<file path="src/rtl/core/bc_pkg.sv">
// Shared types, codes and defaults for the book cipher codec.
`default_nettype none

package bc_pkg;

  localparam int BOOK_ROWS_DEF = 64;
  localparam int ROW_CHARS_DEF = 128;

  localparam int OP_W   = 2;
  localparam int ROW_W  = 6;
  localparam int COL_W  = 7;
  localparam int CHAR_W = 8;
  localparam int ST_W   = 2;

  localparam logic [OP_W-1:0] OP_LOAD = 2'd0;
  localparam logic [OP_W-1:0] OP_ENC  = 2'd1;
  localparam logic [OP_W-1:0] OP_DEC  = 2'd2;

  localparam logic [ST_W-1:0] STAT_OK        = 2'd0;
  localparam logic [ST_W-1:0] STAT_NOT_FOUND = 2'd1;
  localparam logic [ST_W-1:0] STAT_BLANK     = 2'd2;
  localparam logic [ST_W-1:0] STAT_EMPTY     = 2'd3;

  localparam logic [CHAR_W-1:0] BLANK_MARK = 8'h5F;

  typedef enum logic [2:0] {
    RES_LOAD  = 3'd0,
    RES_BLANK = 3'd1,
    RES_DEC   = 3'd2,
    RES_FOUND = 3'd3,
    RES_MISS  = 3'd4
  } res_kind_t;

  typedef struct packed {
    logic      latch;
    logic      clr_step;
    logic      ld_wr;
    logic      scan_init;
    logic      scan_run;
    logic      emit;
    res_kind_t kind;
  } dp_cmd_t;

  typedef struct packed {
    logic clr_last;
    logic scan_hit;
    logic scan_last;
  } dp_sts_t;

endpackage

`default_nettype wire

</file>
<file path="src/rtl/core/bc_ctrl.sv">
// Controller state machine of the book cipher codec.
`default_nettype none

module bc_ctrl (
  input  wire  logic                      clk,
  input  wire  logic                      rst_n,
  input  wire  logic                      start,
  input  wire  logic [bc_pkg::OP_W-1:0]   in_operation,
  input  wire  logic                      in_is_blank,
  input  wire  bc_pkg::dp_sts_t           sts,
  output logic                            busy,
  output bc_pkg::dp_cmd_t                 cmd
);

  typedef enum logic [6:0] {
    ST_CLEAR  = 7'b0000001,
    ST_IDLE   = 7'b0000010,
    ST_LD_RD  = 7'b0000100,
    ST_LD_WR  = 7'b0001000,
    ST_DC_RD  = 7'b0010000,
    ST_DC_CHK = 7'b0100000,
    ST_SCAN   = 7'b1000000
  } state_t;

  state_t state_r, state_nxt;

  always_ff @(posedge clk) begin
    if (!rst_n) begin
      state_r <= ST_CLEAR;
    end else begin
      state_r <= state_nxt;
    end
  end

  assign busy = (state_r != ST_IDLE);

  always_comb begin
    state_nxt     = state_r;
    cmd           = '0;
    cmd.kind      = bc_pkg::RES_LOAD;
    unique case (state_r)
      ST_CLEAR: begin
        cmd.clr_step = 1'b1;
        if (sts.clr_last) begin
          state_nxt = ST_IDLE;
        end
      end
      ST_IDLE: begin
        if (start) begin
          cmd.latch = 1'b1;
          unique case (in_operation)
            bc_pkg::OP_LOAD: state_nxt = ST_LD_RD;
            bc_pkg::OP_ENC: begin
              cmd.scan_init = 1'b1;
              state_nxt     = ST_SCAN;
            end
            bc_pkg::OP_DEC: begin
              if (in_is_blank) begin
                cmd.emit = 1'b1;
                cmd.kind = bc_pkg::RES_BLANK;
              end else begin
                state_nxt = ST_DC_RD;
              end
            end
            default: state_nxt = ST_IDLE;  // drop the unused operation
          endcase
        end
      end
      ST_LD_RD: state_nxt = ST_LD_WR;
      ST_LD_WR: begin
        cmd.ld_wr = 1'b1;
        cmd.emit  = 1'b1;
        cmd.kind  = bc_pkg::RES_LOAD;
        state_nxt = ST_IDLE;
      end
      ST_DC_RD: state_nxt = ST_DC_CHK;
      ST_DC_CHK: begin
        cmd.emit  = 1'b1;
        cmd.kind  = bc_pkg::RES_DEC;
        state_nxt = ST_IDLE;
      end
      ST_SCAN: begin
        cmd.scan_run = 1'b1;
        priority if (sts.scan_hit) begin
          cmd.emit  = 1'b1;
          cmd.kind  = bc_pkg::RES_FOUND;
          state_nxt = ST_IDLE;
        end else if (sts.scan_last) begin
          cmd.emit  = 1'b1;
          cmd.kind  = bc_pkg::RES_MISS;
          state_nxt = ST_IDLE;
        end
      end
      default: state_nxt = ST_CLEAR;
    endcase
  end

`ifndef SYNTHESIS
  a_enc_enters_scan: assert property (@(posedge clk) disable iff (!rst_n)
    (state_r == ST_IDLE && start && in_operation == bc_pkg::OP_ENC) |=> state_r == ST_SCAN)
    else $error("encrypt item did not start a scan");
  a_emit_then_idle: assert property (@(posedge clk) disable iff (!rst_n)
    cmd.emit |=> state_r == ST_IDLE)
    else $error("result emitted without returning to idle");
  a_idle_quiet: assert property (@(posedge clk) disable iff (!rst_n)
    !busy |-> (!cmd.scan_run && !cmd.clr_step && !cmd.ld_wr))
    else $error("datapath command active while idle");
`endif

endmodule

`default_nettype wire

</file>
<file path="config.mk">
export PLATFORM = sky130hd
export DESIGN_NAME = bc_ctrl
export DESIGN_NICKNAME = d
export VERILOG_FILES = /design/src/rtl/core/bc_pkg.sv /design/src/rtl/core/bc_ctrl.sv
export SDC_FILE = /design/constraint.sdc
export NUM_CORES = 1
export LEC_CHECK = 0
export BUFFER_PORTS_ARGS = -buffer_cell sky130_fd_sc_hd__buf_2
export CELL_PAD_IN_SITES_DETAIL_PLACEMENT = 2
export CELL_PAD_IN_SITES_GLOBAL_PLACEMENT = 2
export CORE_MARGIN = 2
export CORE_UTILIZATION = 28
export CTS_BUF_LIST = sky130_fd_sc_hd__clkbuf_2 sky130_fd_sc_hd__clkbuf_4 sky130_fd_sc_hd__clkbuf_8
export DETAILED_ROUTE_END_ITERATION = 16
export PLACE_DENSITY = 0.82
export SYNTH_ARGS = -nofsm -noshare
export SYNTH_HDL_FRONTEND = slang
export SYNTH_SLANG_ARGS = --single-unit
</file>
<file path="constraint.sdc">
create_clock -name clk -period 2.5 [get_ports clk]
set_input_delay 0.5 -clock clk [delete_from_list [all_inputs] [get_ports clk]]
set_output_delay 0.5 -clock clk [all_outputs]
set_load 0.005 [all_outputs]
</file>
==> results of run 1 <==
## repair_timing
item | 4_1_cts | 5_1_grt
endpoints found under the setup margin | 0 | 1
hold endpoints to repair | 0 | 0
buffers inserted | 0 | 0
resized for setup | 0 | 1
## path summary, 6_finish.rpt
check / start / to / slack [ns] / depth (start not counted)
hold / removal: in_operation[1] / state_r[2] / 0.47 / 2
hold reg to reg: state_r[4] / state_r[3] / 0.52 / 1
setup / recovery: state_r[1] / cmd[2] / 0.12 / 5
setup reg to reg: state_r[6] / state_r[2] / 0.70 / 5
## worst max-delay path, stage by stage (launching register included)
cell	delay, ns
dfxtp_1	0.36
or3_4	0.42
or3_4	0.37
nor3b_4	0.21
and3b_1	0.17
buf_2	0.10
## power groups by stage
| stage | logic [mW] | registers, mW | clock network (mW) |
|---|---|---|---|
| after floorplan | 0.0816 | 0.127 | 0 |
| after CTS | 0.104 | 0.139 | 0.114 |
| after global placement | 0.101 | 0.141 | 0 |
| after detailed placement | 0.103 | 0.142 | 0 |
| after global routing | 0.112 | 0.141 | 0.124 |
| final | 0.103 | 0.139 | 0.110 |
## cell type report
type | count | share of cell area
Tap cell | 27 | 0.0480
Sequential cell | 7 | 0.201
Inverter | 5 | 0.0267
Timing Repair Buffer | 19 | 0.139
Clock buffer | 4 | 0.0427
Multi-Input combinational cell | 53 | 0.543
## cell usage in the layout, fill, tap and decap left out, types with 2 or more instances in the layout
cell      netlist  final
a21oi_1         4      4
buf_2           2     18
clkbuf_4        0      4
dfxtp_1         7      6
inv_1           5      5
nand2b_1        3      3
nor2_1          3      3
nor2b_1         3      3
nor3_1          2      2
nor3b_1         2      2
nor4_1          3      3
o211ai_1        4      4
o21ai_0         4      4
or3_4           2      2
xor2_1          2      2
## kinds of logic after synthesis
kind of cell	Yosys count	share of synthesized area
xor+xnor	2	0.0314
flops	7	0.251
buf+inv	9	0.0650
simple gates	32	0.419
compound gates	19	0.233
## per-stage QoR
stage	cells	instance area, sq um	hold WS (ns)	setup slack, ns	power (mW)
6_report	115	703	0.469	0.121	0.352
5_1_grt	115	703	0.461	0.00578	0.377
4_1_cts	115	702	0.465	0.0741	0.358
3_5_place_dp	111	672	0.575	0.354	0.245
3_3_place_gp	111	672	0.534	0.411	0.242
2_1_floorplan	69	558	0.504	0.501	0.208
## metal layers
metal	wire length, microns	vias up
met2	861	11
met3	58	0
met1	704	272
met5	0	-
li1	-	297
met4	0	0
==> flow_summary_export.csv, run 1 <==
group,metric,value,unit
global_route,antenna_found_initial,0,
timing,max_slew_margin,0.709,
global_route,grt_pass1_wl,2.77,mm
global_route,grt_max_degree,12,
floorplanning,die_height,48.6,microns
route,drc,0,
layout,largest_reg_flops,7,
floorplanning,dieArea,2370,sq um
floorplanning,pin_count,19,
layout,area_growth,26.0,%
timing,period_share,0.952,
worst_setup_path,endpoint_kind,"primary output",
power,clkPwrFrac,0.313,
synthesis,synth_top_cell_by_area,"dfxtp_1",
floorplanning,die_w,48.6,microns
layout,n_fill_cell,238,
synthesis,ys_async_sr_fraction,0,
place,dp_hpwl,1.35,mm
worst_setup_path,crit_arrival,1.88,ns
route,antenna_left,0,
route,num_vias,580,
timing,max_clock_freq,420,MHz
job,drv_cap,0,
cts,insertion_delay,0.24,ns
timing,fin_crit,2.38,ns
synthesis,synth.most_common_cell,"dfxtp_1",
layout,seq_area,141,sq um
power,p_per_area,500,nW/um^2
worst_hold_path,hold_path_class,"in -> reg",
global_route,met3_usage,0.0370,
layout,fin_util,0.366,
cts,path_clk_slew,0.05,ns
power,p_int,0.241,mW
power,p_switching,0.111,mW
synthesis,syn-num-nets,78,
cts,cts.sinks,7,
global_route,grt_use_met1,0.184,
synthesis,synth_cell_types,36,
timing,setup-tns-final,0,ns
timing,setup_violations,0,
global_route,globalRouteMet2Util,0.267,
timing,tightest_slew,0.436,ns
layout,multi_input_comb_area,382,sq um
layout,num_antenna_cells,0,
global_route,grt_use_total,0.151,
cts,cts_buffer_depth,2,
synthesis,synth_edf_count,0,
timing,report.final.slew_viol_count,0,
route,vias_per_cell,5.04,
power,comb_power_share,0.293,
power,swShare,0.314,
cts,cts-root-buf,"clkbuf_4",
timing,rsz0062_at_grt,"no",
worst_setup_path,cp-start-kind,"register",
power,p_leak,0.304,nW
synthesis,yosysSeqAreaShare,0.251,
synthesis,yosysTopAreaCellShare,0.251,
worst_setup_path,path_max_fanout,8,
floorplanning,coreArea,1920,sq um
synthesis,synth_area_leaders,"dfxtp_1 (25%), o211ai_1 (5.4%), or3_4 (4.0%)",
route,drt_iter0_drc,3,
global_route,grt_remaining_overflow,0,
cts,htree_levels,1,
place,gp_congestion,0.740,
synthesis,synth_seq_cells,7,
synthesis,synth.avg_cell_area,8.09,sq um
route,wl_per_cell,14.1,microns
power,peakVddDrop,0.245,mV
synthesis,yosys_warnings,0,
timing,finClkSkew,0.000852,ns
global_route,busiest_layer,"met2",
floorplanning,floorplan.initialDensity,0.290,
layout,top_regs,"state_r: 7 flops",
layout,layout.nets,98,
worst_setup_path,critical_path_class,"reg -> out",
global_route,grt_pass1_vias,593,
outcome,status,"finished clean",
cts,cts_tree,"yes",
synthesis,synthCells,69,
cts,cts_buffers,3,
route,firstDrtPassIters,2,
floorplanning,core.rowCount,16,
layout,top_register,"state_r",
place,io_buffers,18,
synthesis,syn_area,558,sq um
route,wirelength,1.63,mm
layout,layout-drive-gt1-share,0.375,
timing,finalHoldViolations,0,
cts,hold_buffers,0,
power,seq_power_share,0.395,
synthesis,synth-main-ff-cell,"dfxtp_1",
synthesis,yosys-top-cells-count,"dfxtp_1 (7), inv_1 (5), a21oi_1 (4), o211ai_1 (4), o21ai_0 (4)",
worst_setup_path,critPathRequiredTime,2.00,ns
No activity file was read; power rests on OpenSTA's default activity.
==> inputs of run 2 (changes only) <==
==> constraint.sdc (replaced) <==
create_clock -name clk -period 2.55 [get_ports clk]
set_input_delay 0.51 -clock clk [delete_from_list [all_inputs] [get_ports clk]]
set_output_delay 0.51 -clock clk [all_outputs]
set_load 0.005 [all_outputs]
==> run 2 against run 1 <==
  * Final area fell by 0.18%
  * Die area did not move
  * Sequential power barely moved
  * Global-route usage did not move
  * Largest cell class unchanged
  * Setup slack improved by 0.0030 ns
  * Critical endpoint unchanged
==> flow_summary_export.csv, run 2 (synthesis results as in run 1) <==
group,metric,value,unit
worst_setup_path,critical_path_class,"reg -> out",
route,firstDrtPassIters,2,
cts,cts.sinks,7,
worst_hold_path,holdPathStages,2,
cts,cts_tree,"yes",
place,dp_hpwl,1.35,mm
job,drv_cap,0,
place,gp_congestion,0.740,
worst_setup_path,r2r_start,"state_r[6]",
timing,report.final.slew_viol_count,0,
power,peakVddDrop,0.241,mV
layout,top_register,"state_r",
place,place_area,672,sq um
layout,layout-drive-gt1-share,0.364,
layout,fin_cells,115,
cts,cts_buffer_depth,2,
timing,period_share,0.952,
cts,cts_resized,0,
timing,fin_crit,2.43,ns
global_route,grt_pass1_wl,2.77,mm
layout,final_cell_mix,"buf_2 (18), dfxtp_1 (7), inv_1 (5)",
worst_setup_path,max_stage_delay,0.44,ns
layout,layout_commonest_cell,"buf_2",
cts,hold_buffers,0,
route,wl_per_cell,14.1,microns
outcome,status,"finished clean",
layout,final_area,702,sq um
cts,cts_buffers,3,
timing,max_clock_freq,412,MHz
cts,insertion_delay,0.24,ns
layout,area_growth,25.8,%
worst_setup_path,critical_path.cell_chain,"or3_4 > or3_4 > nor3b_4 > and3b_1 > buf_2",
global_route,grt_max_degree,12,
worst_setup_path,cp-start-kind,"register",
floorplanning,die_w,48.6,microns
worst_setup_path,critPathRequiredTime,2.04,ns
layout,num_antenna_cells,0,
cts,cts-root-buf,"clkbuf_4",
worst_setup_path,crit_start,"state_r[4]",
power,p_per_area,491,nW/um^2
place,preCtsSetupSlack,0.394,ns
cts,cts_setup_buffers,0,
worst_setup_path,endpoint_kind,"primary output",
timing,rsz0062_at_grt,"no",
global_route,grt_use_total,0.151,
worst_hold_path,min_from,"in_operation[1]",
route,drt_iter0_drc,3,
timing,setup_violations,0,
floorplanning,coreArea,1920,sq um
layout,largest_reg_flops,7,
worst_setup_path,rrSetupSlack,0.75,ns
timing,max_slew_margin,0.709,
route,num_vias,580,
floorplanning,die_height,48.6,microns
timing,setup-tns-final,0,ns
global_route,grt_pass1_vias,593,
worst_setup_path,crit_slowest_cell,"or3_4",
worst_hold_path,hold_path_class,"in -> reg",
route,wirelength,1.63,mm
worst_setup_path,path_max_fanout,7,
worst_hold_path,hold_end,"state_r[2]",
place,io_buffers,18,
cts,path_clk_slew,0.05,ns
floorplanning,dieArea,2370,sq um
floorplanning,core.rowCount,16,
worst_setup_path,reg2regPathDepth,5,
floorplanning,pin_count,19,
place,dp.cells,111,
floorplanning,floorplan.initialDensity,0.290,
route,drc,0,
timing,finalHoldViolations,0,
route,antenna_left,0,
global_route,antenna_found_initial,0,
route,vias_per_cell,5.04,
timing,tightest_slew,0.436,ns
timing,worst_slack,0.124,ns
power,p_leak,0.304,nW
global_route,grt_remaining_overflow,0,
cts,htree_levels,1,
worst_setup_path,cp_common_cell,"or3_4",
layout,top_regs,"state_r: 7 flops",
worst_setup_path,crit_arrival,1.92,ns
timing,finClkSkew,0.000852,ns
worst_setup_path,timing.rr.end,"state_r[2]",
layout,layout.nets,98,
run 2: final cells by class:
class / count / area [sq um]
Clock buffer: 4 / 30.0
Fill cell: 239 / 1220
Inverter: 5 / 18.8
Multi-Input combinational cell: 53 / 382
Sequential cell: 7 / 140
Tap cell: 27 / 33.8
Timing Repair Buffer: 19 / 97.6
run 2: how the worst max path moves through the flow:
| stage | depth (start not counted) | slack [ns] | endpoint |
|---|---|---|---|
| 3_3_place_gp | 5 | 0.45 | cmd[2] |
| 5_1_grt | 5 | 0.02 | cmd[2] |
| 6_report | 5 | 0.12 | cmd[2] |
| 4_1_cts | 5 | 0.11 | cmd[2] |
| 2_1_floorplan | 4 | 0.54 | cmd[2] |
| 3_5_place_dp | 5 | 0.39 | cmd[2] |
run 2: layer usage:
layer	wire length (microns)	track usage
met1	704	0.184
met2	861	0.267
met3	58	0.0370
met4	0	0.0286
met5	0	0
run 2: critical path: cells and delay by family (launching register included):
kind                   cells  cell delay, ns
flip-flops                 1            0.38
AND/OR/NAND/NOR            4            1.19
buffers and inverters      1            0.10
run 2: through the flow:
| stage | power (mW) | util | hold WS (ns) |
|---|---|---|---|
| after floorplan | 0.204 | - | 0.504 |
| after global placement | 0.237 | 0.350 | 0.534 |
| after detailed placement | 0.240 | 0.350 | 0.575 |
| after CTS | 0.351 | 0.365 | 0.475 |
| after global routing | 0.369 | 0.365 | 0.471 |
| final | 0.345 | 0.365 | 0.479 |
run 2: power breakdown:
group	internal (mW)	leakage (nW)	total [mW]	switching, mW
Sequential	0.117	0.0569	0.136	0.0189
Combinational	0.0491	0.228	0.101	0.0518
Clock	0.0701	0.0184	0.108	0.0376
Total	0.236	0.304	0.345	0.108
==> inputs of run 3 (changes only) <==
--- a/config.mk
+++ b/config.mk
@@ -9,10 +9,11 @@
 export CELL_PAD_IN_SITES_DETAIL_PLACEMENT = 2
 export CELL_PAD_IN_SITES_GLOBAL_PLACEMENT = 2
 export CORE_MARGIN = 2
-export CORE_UTILIZATION = 28
-export CTS_BUF_LIST = sky130_fd_sc_hd__clkbuf_2 sky130_fd_sc_hd__clkbuf_4 sky130_fd_sc_hd__clkbuf_8
+export CORE_UTILIZATION = 26
 export DETAILED_ROUTE_END_ITERATION = 16
-export PLACE_DENSITY = 0.82
+export MAX_ROUTING_LAYER = met4
+export PLACE_DENSITY = 0.77
+export SETUP_SLACK_MARGIN = 0.02
 export SYNTH_ARGS = -nofsm -noshare
 export SYNTH_HDL_FRONTEND = slang
 export SYNTH_SLANG_ARGS = --single-unit
==> run 3 against run 2 <==
  * Clock power hardly changed
  * Critical endpoint unchanged
  * Clock skew is 0.0056 ns higher
  * First-iteration DRC count is 33% higher
  * Core utilization is 1.2 points lower
==> flow_summary_export.csv, run 3 (synthesis results as in run 1) <==
group,metric,value,unit
global_route,grt_remaining_overflow,0,
cts,cts_setup_buffers,0,
timing,max_clock_freq,411,MHz
layout,multi_input_comb_area,383,sq um
layout,area_growth,26.7,%
worst_setup_path,crit_start,"state_r[4]",
layout,layout-drive-gt1-share,0.371,
cts,path_clk_slew,0.06,ns
cts,htree_levels,1,
route,antenna_left,0,
cts,insertion_delay,0.25,ns
route,drc,0,
worst_setup_path,critical_path_class,"reg -> out",
floorplanning,floorplan.initialDensity,0.279,
timing,tightest_slew,0.428,ns
global_route,antenna_found_initial,0,
floorplanning,coreArea,2000,sq um
timing,setup_violations,0,
layout,n_fill_cell,258,
route,wirelength,1.74,mm
timing,fin_crit,2.43,ns
timing,rsz0062_at_grt,"no",
layout,num_antenna_cells,0,
cts,cts.sinks,7,
place,dp_hpwl,1.39,mm
power,p_leak,0.304,nW
worst_hold_path,hold_path_class,"in -> reg",
route,num_vias,612,
layout,final_cell_mix,"buf_2 (18), dfxtp_1 (7), inv_1 (5)",
cts,cts_tree,"yes",
floorplanning,die_height,50.3,microns
cts,cts-root-buf,"clkbuf_4",
layout,layout_commonest_cell,"buf_2",
worst_setup_path,cp-start-kind,"register",
global_route,grt_use_total,0.159,
route,wl_per_cell,15.0,microns
global_route,grt_max_degree,12,
worst_setup_path,critPathRequiredTime,2.04,ns
timing,period_share,0.954,
route,top_layer,"met3",
floorplanning,dieArea,2530,sq um
worst_setup_path,endpoint_kind,"primary output",
timing,finalHoldViolations,0,
worst_setup_path,crit_arrival,1.92,ns
route,wl_met3,61,microns
timing,report.final.slew_viol_count,0,
worst_hold_path,min_from,"in_operation[1]",
route,firstDrtPassIters,4,
worst_setup_path,path_max_fanout,7,
outcome,status,"finished clean",
power,peakVddDrop,0.222,mV
layout,seq_area,140,sq um
layout,fin_util,0.353,
place,io_buffers,18,
layout,layout.nets,99,
worst_setup_path,r2r_start,"state_r[6]",
route,wl_met1,785,microns
global_route,grt_pass1_vias,618,
power,p_per_area,492,nW/um^2
route,wl_met2,892,microns
route,vias_per_cell,5.28,
cts,cts_buffers,3,
timing,max_slew_margin,0.712,
place,gp_congestion,0.778,
layout,fin_cells,116,
timing,setup-tns-final,0,ns
cts,hold_buffers,0,
layout,largest_reg_flops,7,
floorplanning,pin_count,19,
job,drv_cap,0,
place,dp.cells,112,
timing,finClkSkew,0.00648,ns
floorplanning,core.rowCount,16,
cts,cts_buffer_depth,2,
route,drt_iter0_drc,4,
layout,top_regs,"state_r: 7 flops",
floorplanning,die_w,50.3,microns
global_route,grt_pass1_wl,2.97,mm
layout,top_register,"state_r",
[run 3: cell types whose count changed in the layout (fill, tap and decap cells not counted)]
cell,delta
and3_1,-1
and3_2,+1
buf_4,+1
clkbuf_1,+1
clkbuf_4,-1
[run 3: repair_timing]
action	in CTS	in global routing
gates resized for setup	0	1
endpoints found under the hold margin	0	0
setup endpoints to repair	0	1
[run 3: per-layer routing]
metal	vias to the layer above	global-route usage
li1	298	-
met1	299	0.184
met2	15	0.276
met3	0	0.0268
met4	0	0.0541
met5	-	-
[run 3: per-stage QoR]
| step | hold slack [ns] | cell area [sq um] | setup WS [ns] | power (mW) |
|---|---|---|---|---|
| 2_1_floorplan | 0.504 | 558 | 0.541 | 0.204 |
| 3_3_place_gp | 0.535 | 679 | 0.444 | 0.241 |
| 3_5_place_dp | 0.569 | 679 | 0.403 | 0.245 |
| 4_1_cts | 0.462 | 706 | 0.113 | 0.354 |
| 5_1_grt | 0.462 | 707 | 0.0400 | 0.374 |
| 6_report | 0.465 | 707 | 0.117 | 0.348 |
[run 3: worst max-delay path, stage by stage (launching register included)]
cell and delay, ns:
dfxtp_1 0.37, or3_4 0.44, or3_4 0.37, nor3b_4 0.21
and3b_1 0.17, buf_2 0.10
[run 3: cell type report]
class                           instances  area share
Multi-Input combinational cell         53       0.542
Sequential cell                         7       0.198
Timing Repair Buffer                   20       0.149
Tap cell                               27      0.0478
Clock buffer                            4      0.0372
Inverter                                5      0.0265
[run 3: worst paths after layout]
| kind | depth (start not counted) | slack, ns | to |
|---|---|---|---|
| worst max register to register | 5 | 0.72 | state_r[2] |
| worst max-delay path | 5 | 0.12 | cmd[2] |
| worst min-delay path | 2 | 0.47 | state_r[2] |
| worst min register to register | 1 | 0.58 | state_r[5] |
[run 3: power by group]
group	switching [mW]	leakage (nW)	internal, mW
Sequential	0.00986	0.0569	0.117
Combinational	0.0619	0.232	0.0538
Clock	0.0455	0.0150	0.0600
Total	0.117	0.304	0.231
